==> config.mk <==
export PLATFORM = sky130hd
export DESIGN_NAME = led_strip_fireworks_fade_blur
export DESIGN_NICKNAME = d
export VERILOG_FILES = /design/src/design/lfb_pkg.sv /design/src/design/lfb_ram.sv /design/src/design/led_strip_fireworks_fade_blur.sv
export SDC_FILE = /design/constraint.sdc
export NUM_CORES = 2
export LEC_CHECK = 0
export BUFFER_PORTS_ARGS = -buffer_cell sky130_fd_sc_hd__buf_2
export CORE_MARGIN = 5
export CORE_UTILIZATION = 40
export DETAILED_ROUTE_END_ITERATION = 10
export PLACE_DENSITY_LB_ADDON = 0.25
export SETUP_SLACK_MARGIN = 0.15
export SLEW_MARGIN = 20
export SYNTH_ARGS = -nofsm -noshare
export SYNTH_HDL_FRONTEND = slang
export SYNTH_SLANG_ARGS = --single-unit
==> constraint.sdc <==
create_clock -name clk -period 6 [get_ports clk]
set_input_delay 0.6 -clock clk [delete_from_list [all_inputs] [get_ports clk]]
set_output_delay 0.6 -clock clk [all_outputs]
set_load 0.005 [all_outputs]
==> src/design/lfb_pkg.sv <==
// ----------------------------------------------------------------------------
// lfb_pkg
// Types, register codes and per-channel arithmetic for the fireworks
// fade and blur effect.
// ----------------------------------------------------------------------------
package lfb_pkg;

    localparam int CH_W       = 8;
    localparam int POS_W      = 6;
    localparam int CNT_W      = 7;
    localparam int TICK_W     = 16;
    localparam int CFG_IDX_W  = 3;
    localparam int CFG_DATA_W = 16;
    localparam int PROD_W     = 2 * CH_W;

    // Faded values below this threshold drop to two thirds
    localparam int FADE_LOW       = 64;
    // 2/3 as 342/512, exact for values below the threshold
    localparam int TWO_THIRDS_MUL = 342;
    localparam int TWO_THIRDS_SH  = 9;

    // Register reset values
    localparam logic [CH_W-1:0]   RST_FADE_RATE  = 8'd0;
    localparam logic [TICK_W-1:0] RST_INTERVAL   = 16'd32;
    localparam logic              RST_USE_RANDOM = 1'b1;
    localparam logic [CH_W-1:0]   RST_BASE       = 8'd255;
    localparam logic [CNT_W-1:0]  RST_LED_COUNT  = 7'd64;
    localparam logic [CNT_W-1:0]  MIN_LED_COUNT  = 7'd2;

    // Configuration register indexes
    typedef enum logic [CFG_IDX_W-1:0] {
        REG_FADE_OUT_RATE    = 3'd0,
        REG_UPDATE_INTERVAL  = 3'd1,
        REG_USE_RANDOM_COLOR = 3'd2,
        REG_BASE_RED         = 3'd3,
        REG_BASE_GREEN       = 3'd4,
        REG_BASE_BLUE        = 3'd5,
        REG_LED_COUNT        = 3'd6
    } cfg_reg_t;

    // One pixel, element 0 red, 1 green, 2 blue
    typedef logic [2:0][CH_W-1:0] rgb_t;

    typedef struct packed {
        logic             spark_request;
        logic [POS_W-1:0] spark_position;
        logic [CH_W-1:0]  spark_red;
        logic [CH_W-1:0]  spark_green;
        logic [CH_W-1:0]  spark_blue;
    } in_item_t;

    typedef struct packed {
        logic [POS_W-1:0] pixel_index;
        logic [CH_W-1:0]  pixel_red;
        logic [CH_W-1:0]  pixel_green;
        logic [CH_W-1:0]  pixel_blue;
        logic             last_pixel;
    } out_item_t;

    // Divide a channel product by 255, then take two thirds of small results
    function automatic logic [CH_W-1:0] fade_fix(input logic [PROD_W-1:0] prod);
        logic [PROD_W:0]   q_sum;
        logic [CH_W-1:0]   q;
        logic [PROD_W-1:0] t;
        q_sum = {1'b0, prod} + (PROD_W+1)'(prod[PROD_W-1:CH_W]) + (PROD_W+1)'(1);
        q     = q_sum[PROD_W-1:CH_W];
        t     = PROD_W'(q[5:0]) * PROD_W'(TWO_THIRDS_MUL);
        if (q < CH_W'(FADE_LOW))
        begin
            return CH_W'(t >> TWO_THIRDS_SH);
        end
        return q;
    endfunction

    // Blur one channel with saturation at full scale
    function automatic logic [CH_W-1:0] blur_ch(
        input logic [CH_W-1:0] prev,
        input logic [CH_W-1:0] cur,
        input logic [CH_W-1:0] nxt,
        input logic            is_first,
        input logic            is_last
    );
        logic [CH_W+1:0] s;
        if (is_first)
        begin
            s = (CH_W+2)'(cur) + (CH_W+2)'(nxt >> 1);
        end
        else if (is_last)
        begin
            s = (CH_W+2)'(cur) + (CH_W+2)'(prev >> 1);
        end
        else
        begin
            s = (CH_W+2)'(prev >> 2) + (CH_W+2)'(cur) + (CH_W+2)'(nxt >> 2);
        end
        return (s[CH_W+1:CH_W] != 2'b00) ? {CH_W{1'b1}} : s[CH_W-1:0];
    endfunction

endpackage

==> src/design/lfb_ram.sv <==
// ----------------------------------------------------------------------------
// lfb_ram
// Generic single-write, single-read memory with registered read data.
// ----------------------------------------------------------------------------
module lfb_ram #(
    parameter int WIDTH = 24,
    parameter int DEPTH = 64
) (
    input  logic                                   clk,
    input  logic                                   we,
    input  logic [(DEPTH > 1 ? $clog2(DEPTH) : 1)-1:0] waddr,
    input  logic [WIDTH-1:0]                       wdata,
    input  logic [(DEPTH > 1 ? $clog2(DEPTH) : 1)-1:0] raddr,
    output logic [WIDTH-1:0]                       rdata
);

    logic [WIDTH-1:0] mem [DEPTH];

    // Write port
    always_ff @(posedge clk)
    begin
        if (we)
        begin
            mem[waddr] <= wdata;
        end
    end

    // Registered read port
    always_ff @(posedge clk)
    begin
        rdata <= mem[raddr];
    end

endmodule

==> src/design/led_strip_fireworks_fade_blur.sv <==
// Tick without a frame: accepted while idle, no pixels out.
// Frame tick: each pixel in use costs one memory read, four steps on the
// shared 8x8 multiplier (three channels, one per cycle) and a blur and
// write-back step that waits while the pixel output is stalled. Ticks are
// not taken meanwhile.
// Reset: registers to defaults, pixel store black via per-entry valid bits.
// ----------------------------------------------------------------------------
// led_strip_fireworks_fade_blur
// Fireworks effect for an RGB strip: tick counter, per-frame fade and
// in-place blur walk, optional spark, and one output transfer per pixel.
// ----------------------------------------------------------------------------
module led_strip_fireworks_fade_blur #(
    parameter int MAX_LEDS = 64
) (
    input  logic                             clk,
    input  logic                             rst_n,
    // tick channel
    input  logic                             tick_valid,
    output logic                             tick_ready,
    input  lfb_pkg::in_item_t                tick,
    // pixel channel
    output logic                             pixel_valid,
    input  logic                             pixel_ready,
    output lfb_pkg::out_item_t               pixel,
    // configuration channel
    input  logic                             cfg_valid,
    output logic                             cfg_ready,
    input  logic [lfb_pkg::CFG_IDX_W-1:0]    cfg_index,
    input  logic [lfb_pkg::CFG_DATA_W-1:0]   cfg_data
);

    localparam int AW    = (MAX_LEDS > 1) ? $clog2(MAX_LEDS) : 1;
    localparam int CNT_W = lfb_pkg::CNT_W;
    localparam int CH_W  = lfb_pkg::CH_W;

    typedef enum logic [3:0] {
        ST_IDLE = 4'b0001,
        ST_READ = 4'b0010,
        ST_FADE = 4'b0100,
        ST_BLUR = 4'b1000
    } state_t;

    // Control state
    state_t                       state_reg, state_next;
    logic [lfb_pkg::TICK_W-1:0]   tick_cnt_reg, tick_cnt_next;
    logic [AW-1:0]                idx_reg, idx_next;
    logic [AW-1:0]                rd_addr_reg, rd_addr_next;
    logic [1:0]                   step_reg, step_next;
    logic                         prime_reg, prime_next;
    logic                         out_valid_reg, out_valid_next;
    logic [MAX_LEDS-1:0]          written_reg, written_next;
    logic                         rd_written_reg;

    // Configuration registers
    logic [CH_W-1:0]              fade_rate_reg, fade_rate_next;
    logic [lfb_pkg::TICK_W-1:0]   interval_reg, interval_next;
    logic                         use_random_reg, use_random_next;
    logic [CH_W-1:0]              base_red_reg, base_red_next;
    logic [CH_W-1:0]              base_green_reg, base_green_next;
    logic [CH_W-1:0]              base_blue_reg, base_blue_next;
    logic [CNT_W-1:0]             led_count_reg, led_count_next;

    // Datapath registers
    lfb_pkg::in_item_t            spark_reg, spark_next;
    lfb_pkg::out_item_t           out_reg, out_next;
    lfb_pkg::rgb_t                prev_reg, prev_next;
    lfb_pkg::rgb_t                cur_reg, cur_next;
    lfb_pkg::rgb_t                nxt_reg, nxt_next;
    logic [lfb_pkg::PROD_W-1:0]   prod_reg, prod_next;

    // Combinational signals
    logic [lfb_pkg::TICK_W-1:0]   tick_inc;
    logic [CNT_W-1:0]             n_use;
    logic [CNT_W-1:0]             last_w;
    logic [AW-1:0]                last_idx;
    logic [CNT_W-1:0]             idx_w;
    logic [CH_W-1:0]              mult;
    logic [CH_W-1:0]              mul_in;
    logic [23:0]                  ram_rdata;
    lfb_pkg::rgb_t                rd_pix;
    lfb_pkg::rgb_t                blurred;
    lfb_pkg::rgb_t                spark_pix;
    lfb_pkg::rgb_t                final_pix;
    logic                         is_first;
    logic                         is_last;
    logic                         spark_hit;
    logic                         out_free;
    logic                         emit;
    logic                         tick_xfer;
    logic                         cfg_xfer;

    // Pixel store
    lfb_ram #(
        .WIDTH ($bits(lfb_pkg::rgb_t)),
        .DEPTH (MAX_LEDS)
    ) u_store (
        .clk   (clk),
        .we    (emit),
        .waddr (idx_reg),
        .wdata (final_pix),
        .raddr (rd_addr_reg),
        .rdata (ram_rdata)
    );

    // Handshake outputs
    assign tick_ready  = (state_reg == ST_IDLE);
    assign cfg_ready   = 1'b1;
    assign pixel_valid = out_valid_reg;
    assign pixel       = out_reg;
    assign tick_xfer   = tick_valid && tick_ready;
    assign cfg_xfer    = cfg_valid && cfg_ready;

    // Clamp the pixel count in use
    always_comb
    begin
        if (led_count_reg < lfb_pkg::MIN_LED_COUNT)
        begin
            n_use = lfb_pkg::MIN_LED_COUNT;
        end
        else if (led_count_reg > CNT_W'(MAX_LEDS))
        begin
            n_use = CNT_W'(MAX_LEDS);
        end
        else
        begin
            n_use = led_count_reg;
        end
    end

    assign last_w   = n_use - CNT_W'(1);
    assign last_idx = last_w[AW-1:0];
    assign idx_w    = CNT_W'(idx_reg);
    assign tick_inc = tick_cnt_reg + lfb_pkg::TICK_W'(1);
    assign mult     = 8'd255 - fade_rate_reg;

    // Unwritten entries read as black
    assign rd_pix = rd_written_reg ? lfb_pkg::rgb_t'(ram_rdata) : '0;

    // Shared multiplier operand: one channel per step
    always_comb
    begin
        case (step_reg)
            2'd0:    mul_in = rd_pix[0];
            2'd1:    mul_in = rd_pix[1];
            2'd2:    mul_in = rd_pix[2];
            default: mul_in = '0;
        endcase
    end

    // Blur and spark for the pixel at the walk position
    assign is_first  = (idx_reg == '0);
    assign is_last   = (idx_reg == last_idx);
    assign spark_hit = spark_reg.spark_request &&
                       (CNT_W'(spark_reg.spark_position) == idx_w);

    always_comb
    begin
        for (int c = 0; c < 3; c++)
        begin
            blurred[c] = lfb_pkg::blur_ch(prev_reg[c], cur_reg[c], nxt_reg[c],
                                          is_first, is_last);
        end
        if (use_random_reg)
        begin
            spark_pix[0] = spark_reg.spark_red;
            spark_pix[1] = spark_reg.spark_green;
            spark_pix[2] = spark_reg.spark_blue;
        end
        else
        begin
            spark_pix[0] = base_red_reg;
            spark_pix[1] = base_green_reg;
            spark_pix[2] = base_blue_reg;
        end
        final_pix = spark_hit ? spark_pix : blurred;
    end

    assign out_free = !out_valid_reg || pixel_ready;
    assign emit     = (state_reg == ST_BLUR) && !prime_reg && out_free;

    // Sequencer and datapath next state
    always_comb
    begin
        state_next     = state_reg;
        tick_cnt_next  = tick_cnt_reg;
        idx_next       = idx_reg;
        rd_addr_next   = rd_addr_reg;
        step_next      = step_reg;
        prime_next     = prime_reg;
        written_next   = written_reg;
        spark_next     = spark_reg;
        out_next       = out_reg;
        prev_next      = prev_reg;
        cur_next       = cur_reg;
        nxt_next       = nxt_reg;
        prod_next      = prod_reg;
        out_valid_next = out_valid_reg;

        // Drop the output once it is taken
        if (pixel_valid && pixel_ready)
        begin
            out_valid_next = 1'b0;
        end

        case (state_reg)
            ST_IDLE:
            begin
                if (tick_xfer)
                begin
                    if (tick_inc < interval_reg)
                    begin
                        tick_cnt_next = tick_inc;
                    end
                    else
                    begin
                        tick_cnt_next = '0;
                        spark_next    = tick;
                        idx_next      = '0;
                        rd_addr_next  = '0;
                        prime_next    = 1'b1;
                        state_next    = ST_READ;
                    end
                end
            end
            ST_READ:
            begin
                step_next  = '0;
                state_next = ST_FADE;
            end
            ST_FADE:
            begin
                // Multiply one channel, correct the previous product
                if (step_reg != 2'd3)
                begin
                    prod_next = lfb_pkg::PROD_W'(mul_in) * lfb_pkg::PROD_W'(mult);
                end
                if (step_reg != 2'd0)
                begin
                    nxt_next[step_reg - 2'd1] = lfb_pkg::fade_fix(prod_reg);
                end
                step_next = step_reg + 2'd1;
                if (step_reg == 2'd3)
                begin
                    state_next = ST_BLUR;
                end
            end
            ST_BLUR:
            begin
                if (prime_reg)
                begin
                    // Pixel 0 is faded: move it to current and fetch pixel 1
                    cur_next     = nxt_reg;
                    prime_next   = 1'b0;
                    rd_addr_next = AW'(1);
                    state_next   = ST_READ;
                end
                else if (out_free)
                begin
                    out_next.pixel_index = lfb_pkg::POS_W'(idx_reg);
                    out_next.pixel_red   = final_pix[0];
                    out_next.pixel_green = final_pix[1];
                    out_next.pixel_blue  = final_pix[2];
                    out_next.last_pixel  = is_last;
                    out_valid_next       = 1'b1;
                    written_next[idx_reg] = 1'b1;
                    prev_next            = blurred;
                    if (is_last)
                    begin
                        state_next = ST_IDLE;
                    end
                    else
                    begin
                        idx_next = idx_reg + AW'(1);
                        cur_next = nxt_reg;
                        if ((idx_w + CNT_W'(1)) < last_w)
                        begin
                            rd_addr_next = AW'(idx_w + CNT_W'(2));
                            state_next   = ST_READ;
                        end
                    end
                end
            end
            default:
            begin
                state_next = ST_IDLE;
            end
        endcase
    end

    // Configuration writes
    always_comb
    begin
        fade_rate_next  = fade_rate_reg;
        interval_next   = interval_reg;
        use_random_next = use_random_reg;
        base_red_next   = base_red_reg;
        base_green_next = base_green_reg;
        base_blue_next  = base_blue_reg;
        led_count_next  = led_count_reg;
        if (cfg_xfer)
        begin
            case (lfb_pkg::cfg_reg_t'(cfg_index))
                lfb_pkg::REG_FADE_OUT_RATE:    fade_rate_next  = cfg_data[CH_W-1:0];
                lfb_pkg::REG_UPDATE_INTERVAL:  interval_next   = cfg_data;
                lfb_pkg::REG_USE_RANDOM_COLOR: use_random_next = cfg_data[0];
                lfb_pkg::REG_BASE_RED:         base_red_next   = cfg_data[CH_W-1:0];
                lfb_pkg::REG_BASE_GREEN:       base_green_next = cfg_data[CH_W-1:0];
                lfb_pkg::REG_BASE_BLUE:        base_blue_next  = cfg_data[CH_W-1:0];
                lfb_pkg::REG_LED_COUNT:        led_count_next  = cfg_data[CNT_W-1:0];
                default:                       ;
            endcase
        end
    end

    // Control and configuration registers
    always_ff @(posedge clk or negedge rst_n)
    begin
        if (!rst_n)
        begin
            state_reg      <= ST_IDLE;
            tick_cnt_reg   <= '0;
            idx_reg        <= '0;
            rd_addr_reg    <= '0;
            step_reg       <= '0;
            prime_reg      <= 1'b0;
            out_valid_reg  <= 1'b0;
            written_reg    <= '0;
            rd_written_reg <= 1'b0;
            fade_rate_reg  <= lfb_pkg::RST_FADE_RATE;
            interval_reg   <= lfb_pkg::RST_INTERVAL;
            use_random_reg <= lfb_pkg::RST_USE_RANDOM;
            base_red_reg   <= lfb_pkg::RST_BASE;
            base_green_reg <= lfb_pkg::RST_BASE;
            base_blue_reg  <= lfb_pkg::RST_BASE;
            led_count_reg  <= lfb_pkg::RST_LED_COUNT;
        end
        else
        begin
            state_reg      <= state_next;
            tick_cnt_reg   <= tick_cnt_next;
            idx_reg        <= idx_next;
            rd_addr_reg    <= rd_addr_next;
            step_reg       <= step_next;
            prime_reg      <= prime_next;
            out_valid_reg  <= out_valid_next;
            written_reg    <= written_next;
            rd_written_reg <= written_reg[rd_addr_reg];
            fade_rate_reg  <= fade_rate_next;
            interval_reg   <= interval_next;
            use_random_reg <= use_random_next;
            base_red_reg   <= base_red_next;
            base_green_reg <= base_green_next;
            base_blue_reg  <= base_blue_next;
            led_count_reg  <= led_count_next;
        end
    end

    // Payload registers
    always_ff @(posedge clk)
    begin
        spark_reg <= spark_next;
        out_reg   <= out_next;
        prev_reg  <= prev_next;
        cur_reg   <= cur_next;
        nxt_reg   <= nxt_next;
        prod_reg  <= prod_next;
    end

endmodule

======== Yosys cells after proc, flatten, opt, wreduce, memory -nomap -nowiden ========
Memory sizes are Yosys's and may differ from the RTL's. A register that Yosys moved wholly into a read port is not among the register bits.
Index checks and enable logic that the tools add are counted.
cells by class
  add/subtract/negate cells ............... 22
  multiply operators ...................... 2
  $lt $le $gt $ge ......................... 10
  equality and inequality tests ........... 27
  muxes and demuxes ....................... 62
  bitwise gates (word level) .............. 3
  reductions and logical operators ........ 37
operators by type and width
  cell                                                 number
  two-way mux 24 bit                                   6
  two-way mux 8 bit                                    8
  OR 64 bit                                            1
  two-way mux 10 bit                                   6
  adder 8 x 7 -> 9 bit                                 6
  two-way mux 6 bit                                    9
  adder 16 x 1 -> 16 bit (second input constant)       2
  adder 9 x 6 -> 10 bit                                3
  two-way mux 4 bit                                    7
  adder 6 x 8 -> 9 bit                                 3
  bitwise mux 24 bit                                   1
  one-hot mux 6 bit (2 select lines)                   2
  one-hot mux 8 bit (3 select lines)                   1
  AND reduction 2 bit                                  10
  adder 16 x 8 -> 16 bit                               1
  demux 8 bit (select 2 bit)                           1
  < comparator 16 bit                                  1
  multiplier 8 x 8 -> 16 bit                           1
  two-way mux 16 bit                                   1
  one-hot mux 4 bit (4 select lines)                   1
  < comparator 6 x 7 -> 1 bit (second input constant)  2
  multiplier 6 x 8 -> 14 bit (second input constant)   1
  two-way mux 7 bit                                    2
  inequality test 2 bit (second input constant)        7
  44 further kinds                                     80
word-level totals
  bits in registers ....................... 307
  RAM bits ................................ 1536
  bits of input ports ..................... 55
  output and inout port bits .............. 34
  word-level logic and storage cells ...... 200
  memories ................................ 1
memory list
  memory       words  bits a word  rd ports  clocked after Yosys merged registers in  write ports  line           text
  u_store.mem  64     24           1         1                                        1            lfb_ram.sv:17  logic [WIDTH-1:0] mem [DEPTH];

======== Logic depth before layout (Yosys ltp) ========
  depth after elaboration ................. 10
  gate-level depth with buffers ........... 23
  gate-level depth less buffers ........... 21

======== Hierarchy ========
Synthesis repeated with hierarchy kept, for this count alone.
second synthesis, totals
  cells, all modules ...................... 4352
  area total of the unflattened synthesis .. 78670.5 µm²
modules (own cells, without submodules)
  module                         instances  cells each  area an instance (µm²)  seq. area each (µm²)
  lfb_ram                        1          2610        59293.1                 46604.7
  led_strip_fireworks_fade_blur  1          1742        19377.3                 8378.0

======== Least setup slack after synthesis ========
No wires, ideal clock.
  path kind ............................... reg-to-reg
  from .................................... reg led_count_reg[2]
  to ...................................... reg out_reg (netlist bit pixel[12]), data pin
  library setup time ...................... 0.594 ns
  arrival ................................. 5.126 ns
  setup slack ............................. 0.280 ns
  stages on the path, launching flop included .. 15
  buffers on the path ..................... 3
  clock period less this slack ............ 5.720 ns
  path through ............................ dfrtp_1 -> or3_1 -> o311ai_0 -> ha_1 -> buf_2 -> or4b_1 -> o311ai_1 -> xnor2_1 -> and2_1 -> buf_6 -> nand2_8 -> clkbuf_1 -> o31ai_1 -> a21oi_1 -> a31oi_1
RTL lines
  item                    line                                  text
  from (decl)             led_strip_fireworks_fade_blur.sv:61   logic [CNT_W-1:0] led_count_reg, led_count_next;
  from (signal assigned)  led_strip_fireworks_fade_blur.sv:335  led_count_reg <= lfb_pkg::RST_LED_COUNT;
  from (signal assigned)  led_strip_fireworks_fade_blur.sv:354  led_count_reg <= led_count_next;
  to (signal assigned)    led_strip_fireworks_fade_blur.sv:362  out_reg <= out_next;
  to (decl)               led_strip_fireworks_fade_blur.sv:65   lfb_pkg::out_item_t out_reg, out_next;

======== Worst setup path in the final report ========
  from .................................... reg step_reg[0]
  to ...................................... reg prod_reg[15] (netlist name), data pin
between the ends
  longest elaborated chain between the ends .. 3
  elaborated cells between the ends (all ways) .. 5
ends and longest elaborated chain
  item                                         line                                  text
  from (decl)                                  led_strip_fireworks_fade_blur.sv:48   logic [1:0] step_reg, step_next;
  from (signal assigned)                       led_strip_fireworks_fade_blur.sv:343  step_reg <= step_next;
  == test 2 bit, or another cell as far along  led_strip_fireworks_fade_blur.sv:142  case (step_reg)
  one-hot mux 8 bit (3 select lines) *         led_strip_fireworks_fade_blur.sv:142
  multiplier 8 x 8 -> 16 bit *                 led_strip_fireworks_fade_blur.sv:235  prod_next = lfb_pkg::PROD_W'(mul_in) * lfb_pkg::PROD_W'(mult);
  to (signal assigned)                         led_strip_fireworks_fade_blur.sv:366  prod_reg <= prod_next;
  to (decl)                                    led_strip_fireworks_fade_blur.sv:69   logic [lfb_pkg::PROD_W-1:0] prod_reg, prod_next;
Mark *: on every way between the ends. The rest lies on a longest branch, timed or not.
A chain may end at the register's enable or synchronous reset.

==> impl_results.md <==
- Status: finished, final reports clean
- CP Max Fanout: 9
- # fillers: 16200
- Critical path arrival: between 5 and 6 ns
- Initial antenna violation count: 18
- Syn_area_per_cell: about 20 sq um
- Post-route clock period utilization: 0.906
- Lkg Pwr: 29.5 nW
- Maximum vdd ir drop: 0.000312 V
- Final #Nets: 4554
- Type of the tightest min-delay check: in -> reg
- F_max: 0.184 GHz
- Multi-input logic area: ~22000 sq um
- CTS Buffer Depth: 3
- Synth area leaders: edfxtp_1 65%, mux4_2 15%, dfrtp_1 4.1%
- Leading area contributor after synthesis: edfxtp_1
- Port buffer count: between 80 and 90
- Post-Route Skew: 0.0685 ns
- Critical Path Source Type: flop
- Congestion Overflow GR: 0
- Mapped Cells: roughly 4000
- Count leader, synth: edfxtp_1
- FP Rows: roughly 160
- Met2 wire length: a little under 100000 um
- Total CTS buffers: 193
- Seq/Total Area, Yosys: 0.706
- RSZ-0062 raised after global routing: false
- Top FF cell, synth: edfxtp_1
- Post-synth EDFFs: 1683
- Post-synth top cells: 1683 x edfxtp_1, 525 x mux4_2, 200 x nor2_1, 162 x ha_1, 129 x dfrtp_1
- Core Region: roughly 200000 sq um
- Max_cap viols: 0
- Height of the die: roughly 450 um
- Mapped cell area: roughly 78000 sq um
- WL/cell: roughly 30 um
- Synth warn: 0
- Clock sink count: roughly 1900
- Routed Antenna Nets: 0
- First-pass GRT wire length: a little under 300000 um
- Count of different cell masters after synthesis: 72
- WL final: approximately 210000 um
- Largest net degree at the start of global routing: 86
- Setup crit end kind: flop
- Vias after detailed routing: ~40000
- Initial DRC Count: 4214
- IO Pins: 89
- Clk Latency, worst-skew pair: approximately 0.86 ns
- Final setup vio count: 0
- Kind of critical path: reg -> reg
- PwrDens: 307 nW/um^2
- Post-detail-place hpwl: approximately 120000 um
- Total power draw: between 0.02 and 0.03 W
- Pins Over Slew Limit: 0
- Worst Tran Pin Value: between 1 and 1.5 ns
- Seq. cell area: 55000 sq um
- Chip width: approximately 450 um
- TritonCTS clock tree: yes
- Metal-1 WL: ~89000 um
- Ys async rst share: 0.0842
- Met3 wire length: 14100 um
- Syn Nets: about 4300
- Setup_tns: 0 ns
- Area share of the largest cell type after synthesis: 0.649
- Area grow syn2layout: 15.5%
- First drt pass iteration count: 8
- Rel. slew slack: 0.222
- CTS H-tree depth: 4
- Starting Density: 0.401
- CTS Root Cell: clkbuf_16
- DR DRC count: 0
- GRT Overall Usage: 0.201
- Placer Congestion: 0.831
- Clk slew on worst S/H paths: approximately 0.060 ns
- Top routing layer in use: met4
- Vias per Instance: about 5.7
- CP required: roughly 6.6 ns
- Yosys reg bits: ~1900
- Share of layout cells above drive strength 1: 0.293
- Final hold viol count: 0
- Tmin final: about 5.4 ns
- Die area: 204000 sq um
- Vias in the first global route: slightly above 40000
- Max reg flops: 1536
layout by cell type, fill, tap and decap left out, types with 28 or more instances in the layout:
cell           count
edfxtp_1        1683
mux4_2           525
clkbuf_16        197
ha_1             162
nor2_1           135
dfrtp_1          124
inv_1            121
nand2_1          108
buf_4            103
o21ai_0           91
buf_2             86
or2_2             76
fa_1              67
a21oi_1           66
nor2_4            64
xnor2_1           53
mux2_2            47
clkbuf_1          43
clkinv_1          41
dlygate4sd3_1     40
buf_12            40
nand3_1           37
clkinv_2          34
dfstp_2           28
metrics by stage:
stage / hold WS [ns] / instance area (sq um) / instances / utilization / setup WS, ns
2_1_floorplan: 0.304 / 77800 / 3980 / - / 0.280
3_3_place_gp: 0.414 / 82800 / 6557 / 0.426 / 0.267
3_5_place_dp: 0.405 / 83100 / 6569 / 0.428 / 0.176
4_1_cts: 0.117 / 89800 / 6964 / 0.462 / 0.176
5_1_grt: 0.162 / 89900 / 6972 / 0.463 / 0.207
6_report: 0.192 / 89900 / 6973 / 0.463 / 0.565
cell type report:
type / count / area share
Sequential cell: 1864 / 0.612
Multi-Input combinational cell: 1809 / 0.249
Clock buffer: 250 / 0.0581
Tap cell: 2542 / 0.0354
Timing Repair Buffer: 280 / 0.0296
Clock inverter: 105 / 0.0114
Inverter: 122 / 0.00512
Antenna cell: 1 / 0.0000278
timing repair:
| action | CTS | global route |
|---|---|---|
| buffers inserted | 0 | 1 |
| resized for setup | 0 | 3 |
| hold buffers | 40 | 0 |
| endpoints found under the hold margin | 120 | 0 |
| setup endpoints to repair | 0 | 19 |
report_power, final:
part           switching (W)  leakage (nW)  internal (W)
logic               0.000890          9.23      0.000650
clock network        0.00507          3.04       0.00669
registers           0.000156          17.2        0.0142
path summary, 6_finish.rpt:
check / from / to / slack, ns / cells past startpoint
max: step_reg[0] / prod_reg[15] / 0.57 / 21
min: cfg_data[5] / interval_reg[5] / 0.19 / 3
max reg2reg: step_reg[0] / prod_reg[15] / 0.57 / 21
min reg2reg: nxt_reg[8] / cur_reg[8] / 0.42 / 0
max in group asynchronous: rst_n / tick_cnt_reg[12] / 4.29 / 3
min in group asynchronous: rst_n / written_reg[43] / 0.48 / 2
logic make-up (layout without fill, tap and decap cells):
family / Yosys count / in the layout / synth area share
fa+ha+maj: 229 / 229 / 0.0433
xor+xnor: 80 / 80 / 0.00900
other cells: 1 / 2 / 0.0000482
buf+inv: 307 / 757 / 0.0150
compound gates: 333 / 333 / 0.0288
flops: 1864 / 1864 / 0.706
mux: 598 / 598 / 0.162
simple gates: 568 / 568 / 0.0355
routing by layer:
layer / vias to the layer above / GRT usage
li1: 16700 / -
met1: 21600 / 0.288
met2: 1398 / 0.320
met3: 261 / 0.0355
met4: 0 / 0.0568
met5: - / 0
critical path, stage by stage (launching register included):
cell and delay [ns]:
dfrtp_1 0.44, inv_1 0.12, ha_1 0.33, a222oi_1 0.32, buf_4 0.18, or2_2 0.17, nor2_1 0.08, fa_1 0.54
inv_1 0.05, fa_1 0.53, inv_1 0.05, fa_1 0.47, inv_1 0.05, fa_1 0.47, inv_1 0.05, ha_1 0.31
inv_1 0.09, o21bai_1 0.10, a31oi_1 0.22, o21ai_0 0.16, o41ai_1 0.33, xnor2_1 0.10
Power figures use the tool's default switching activity.
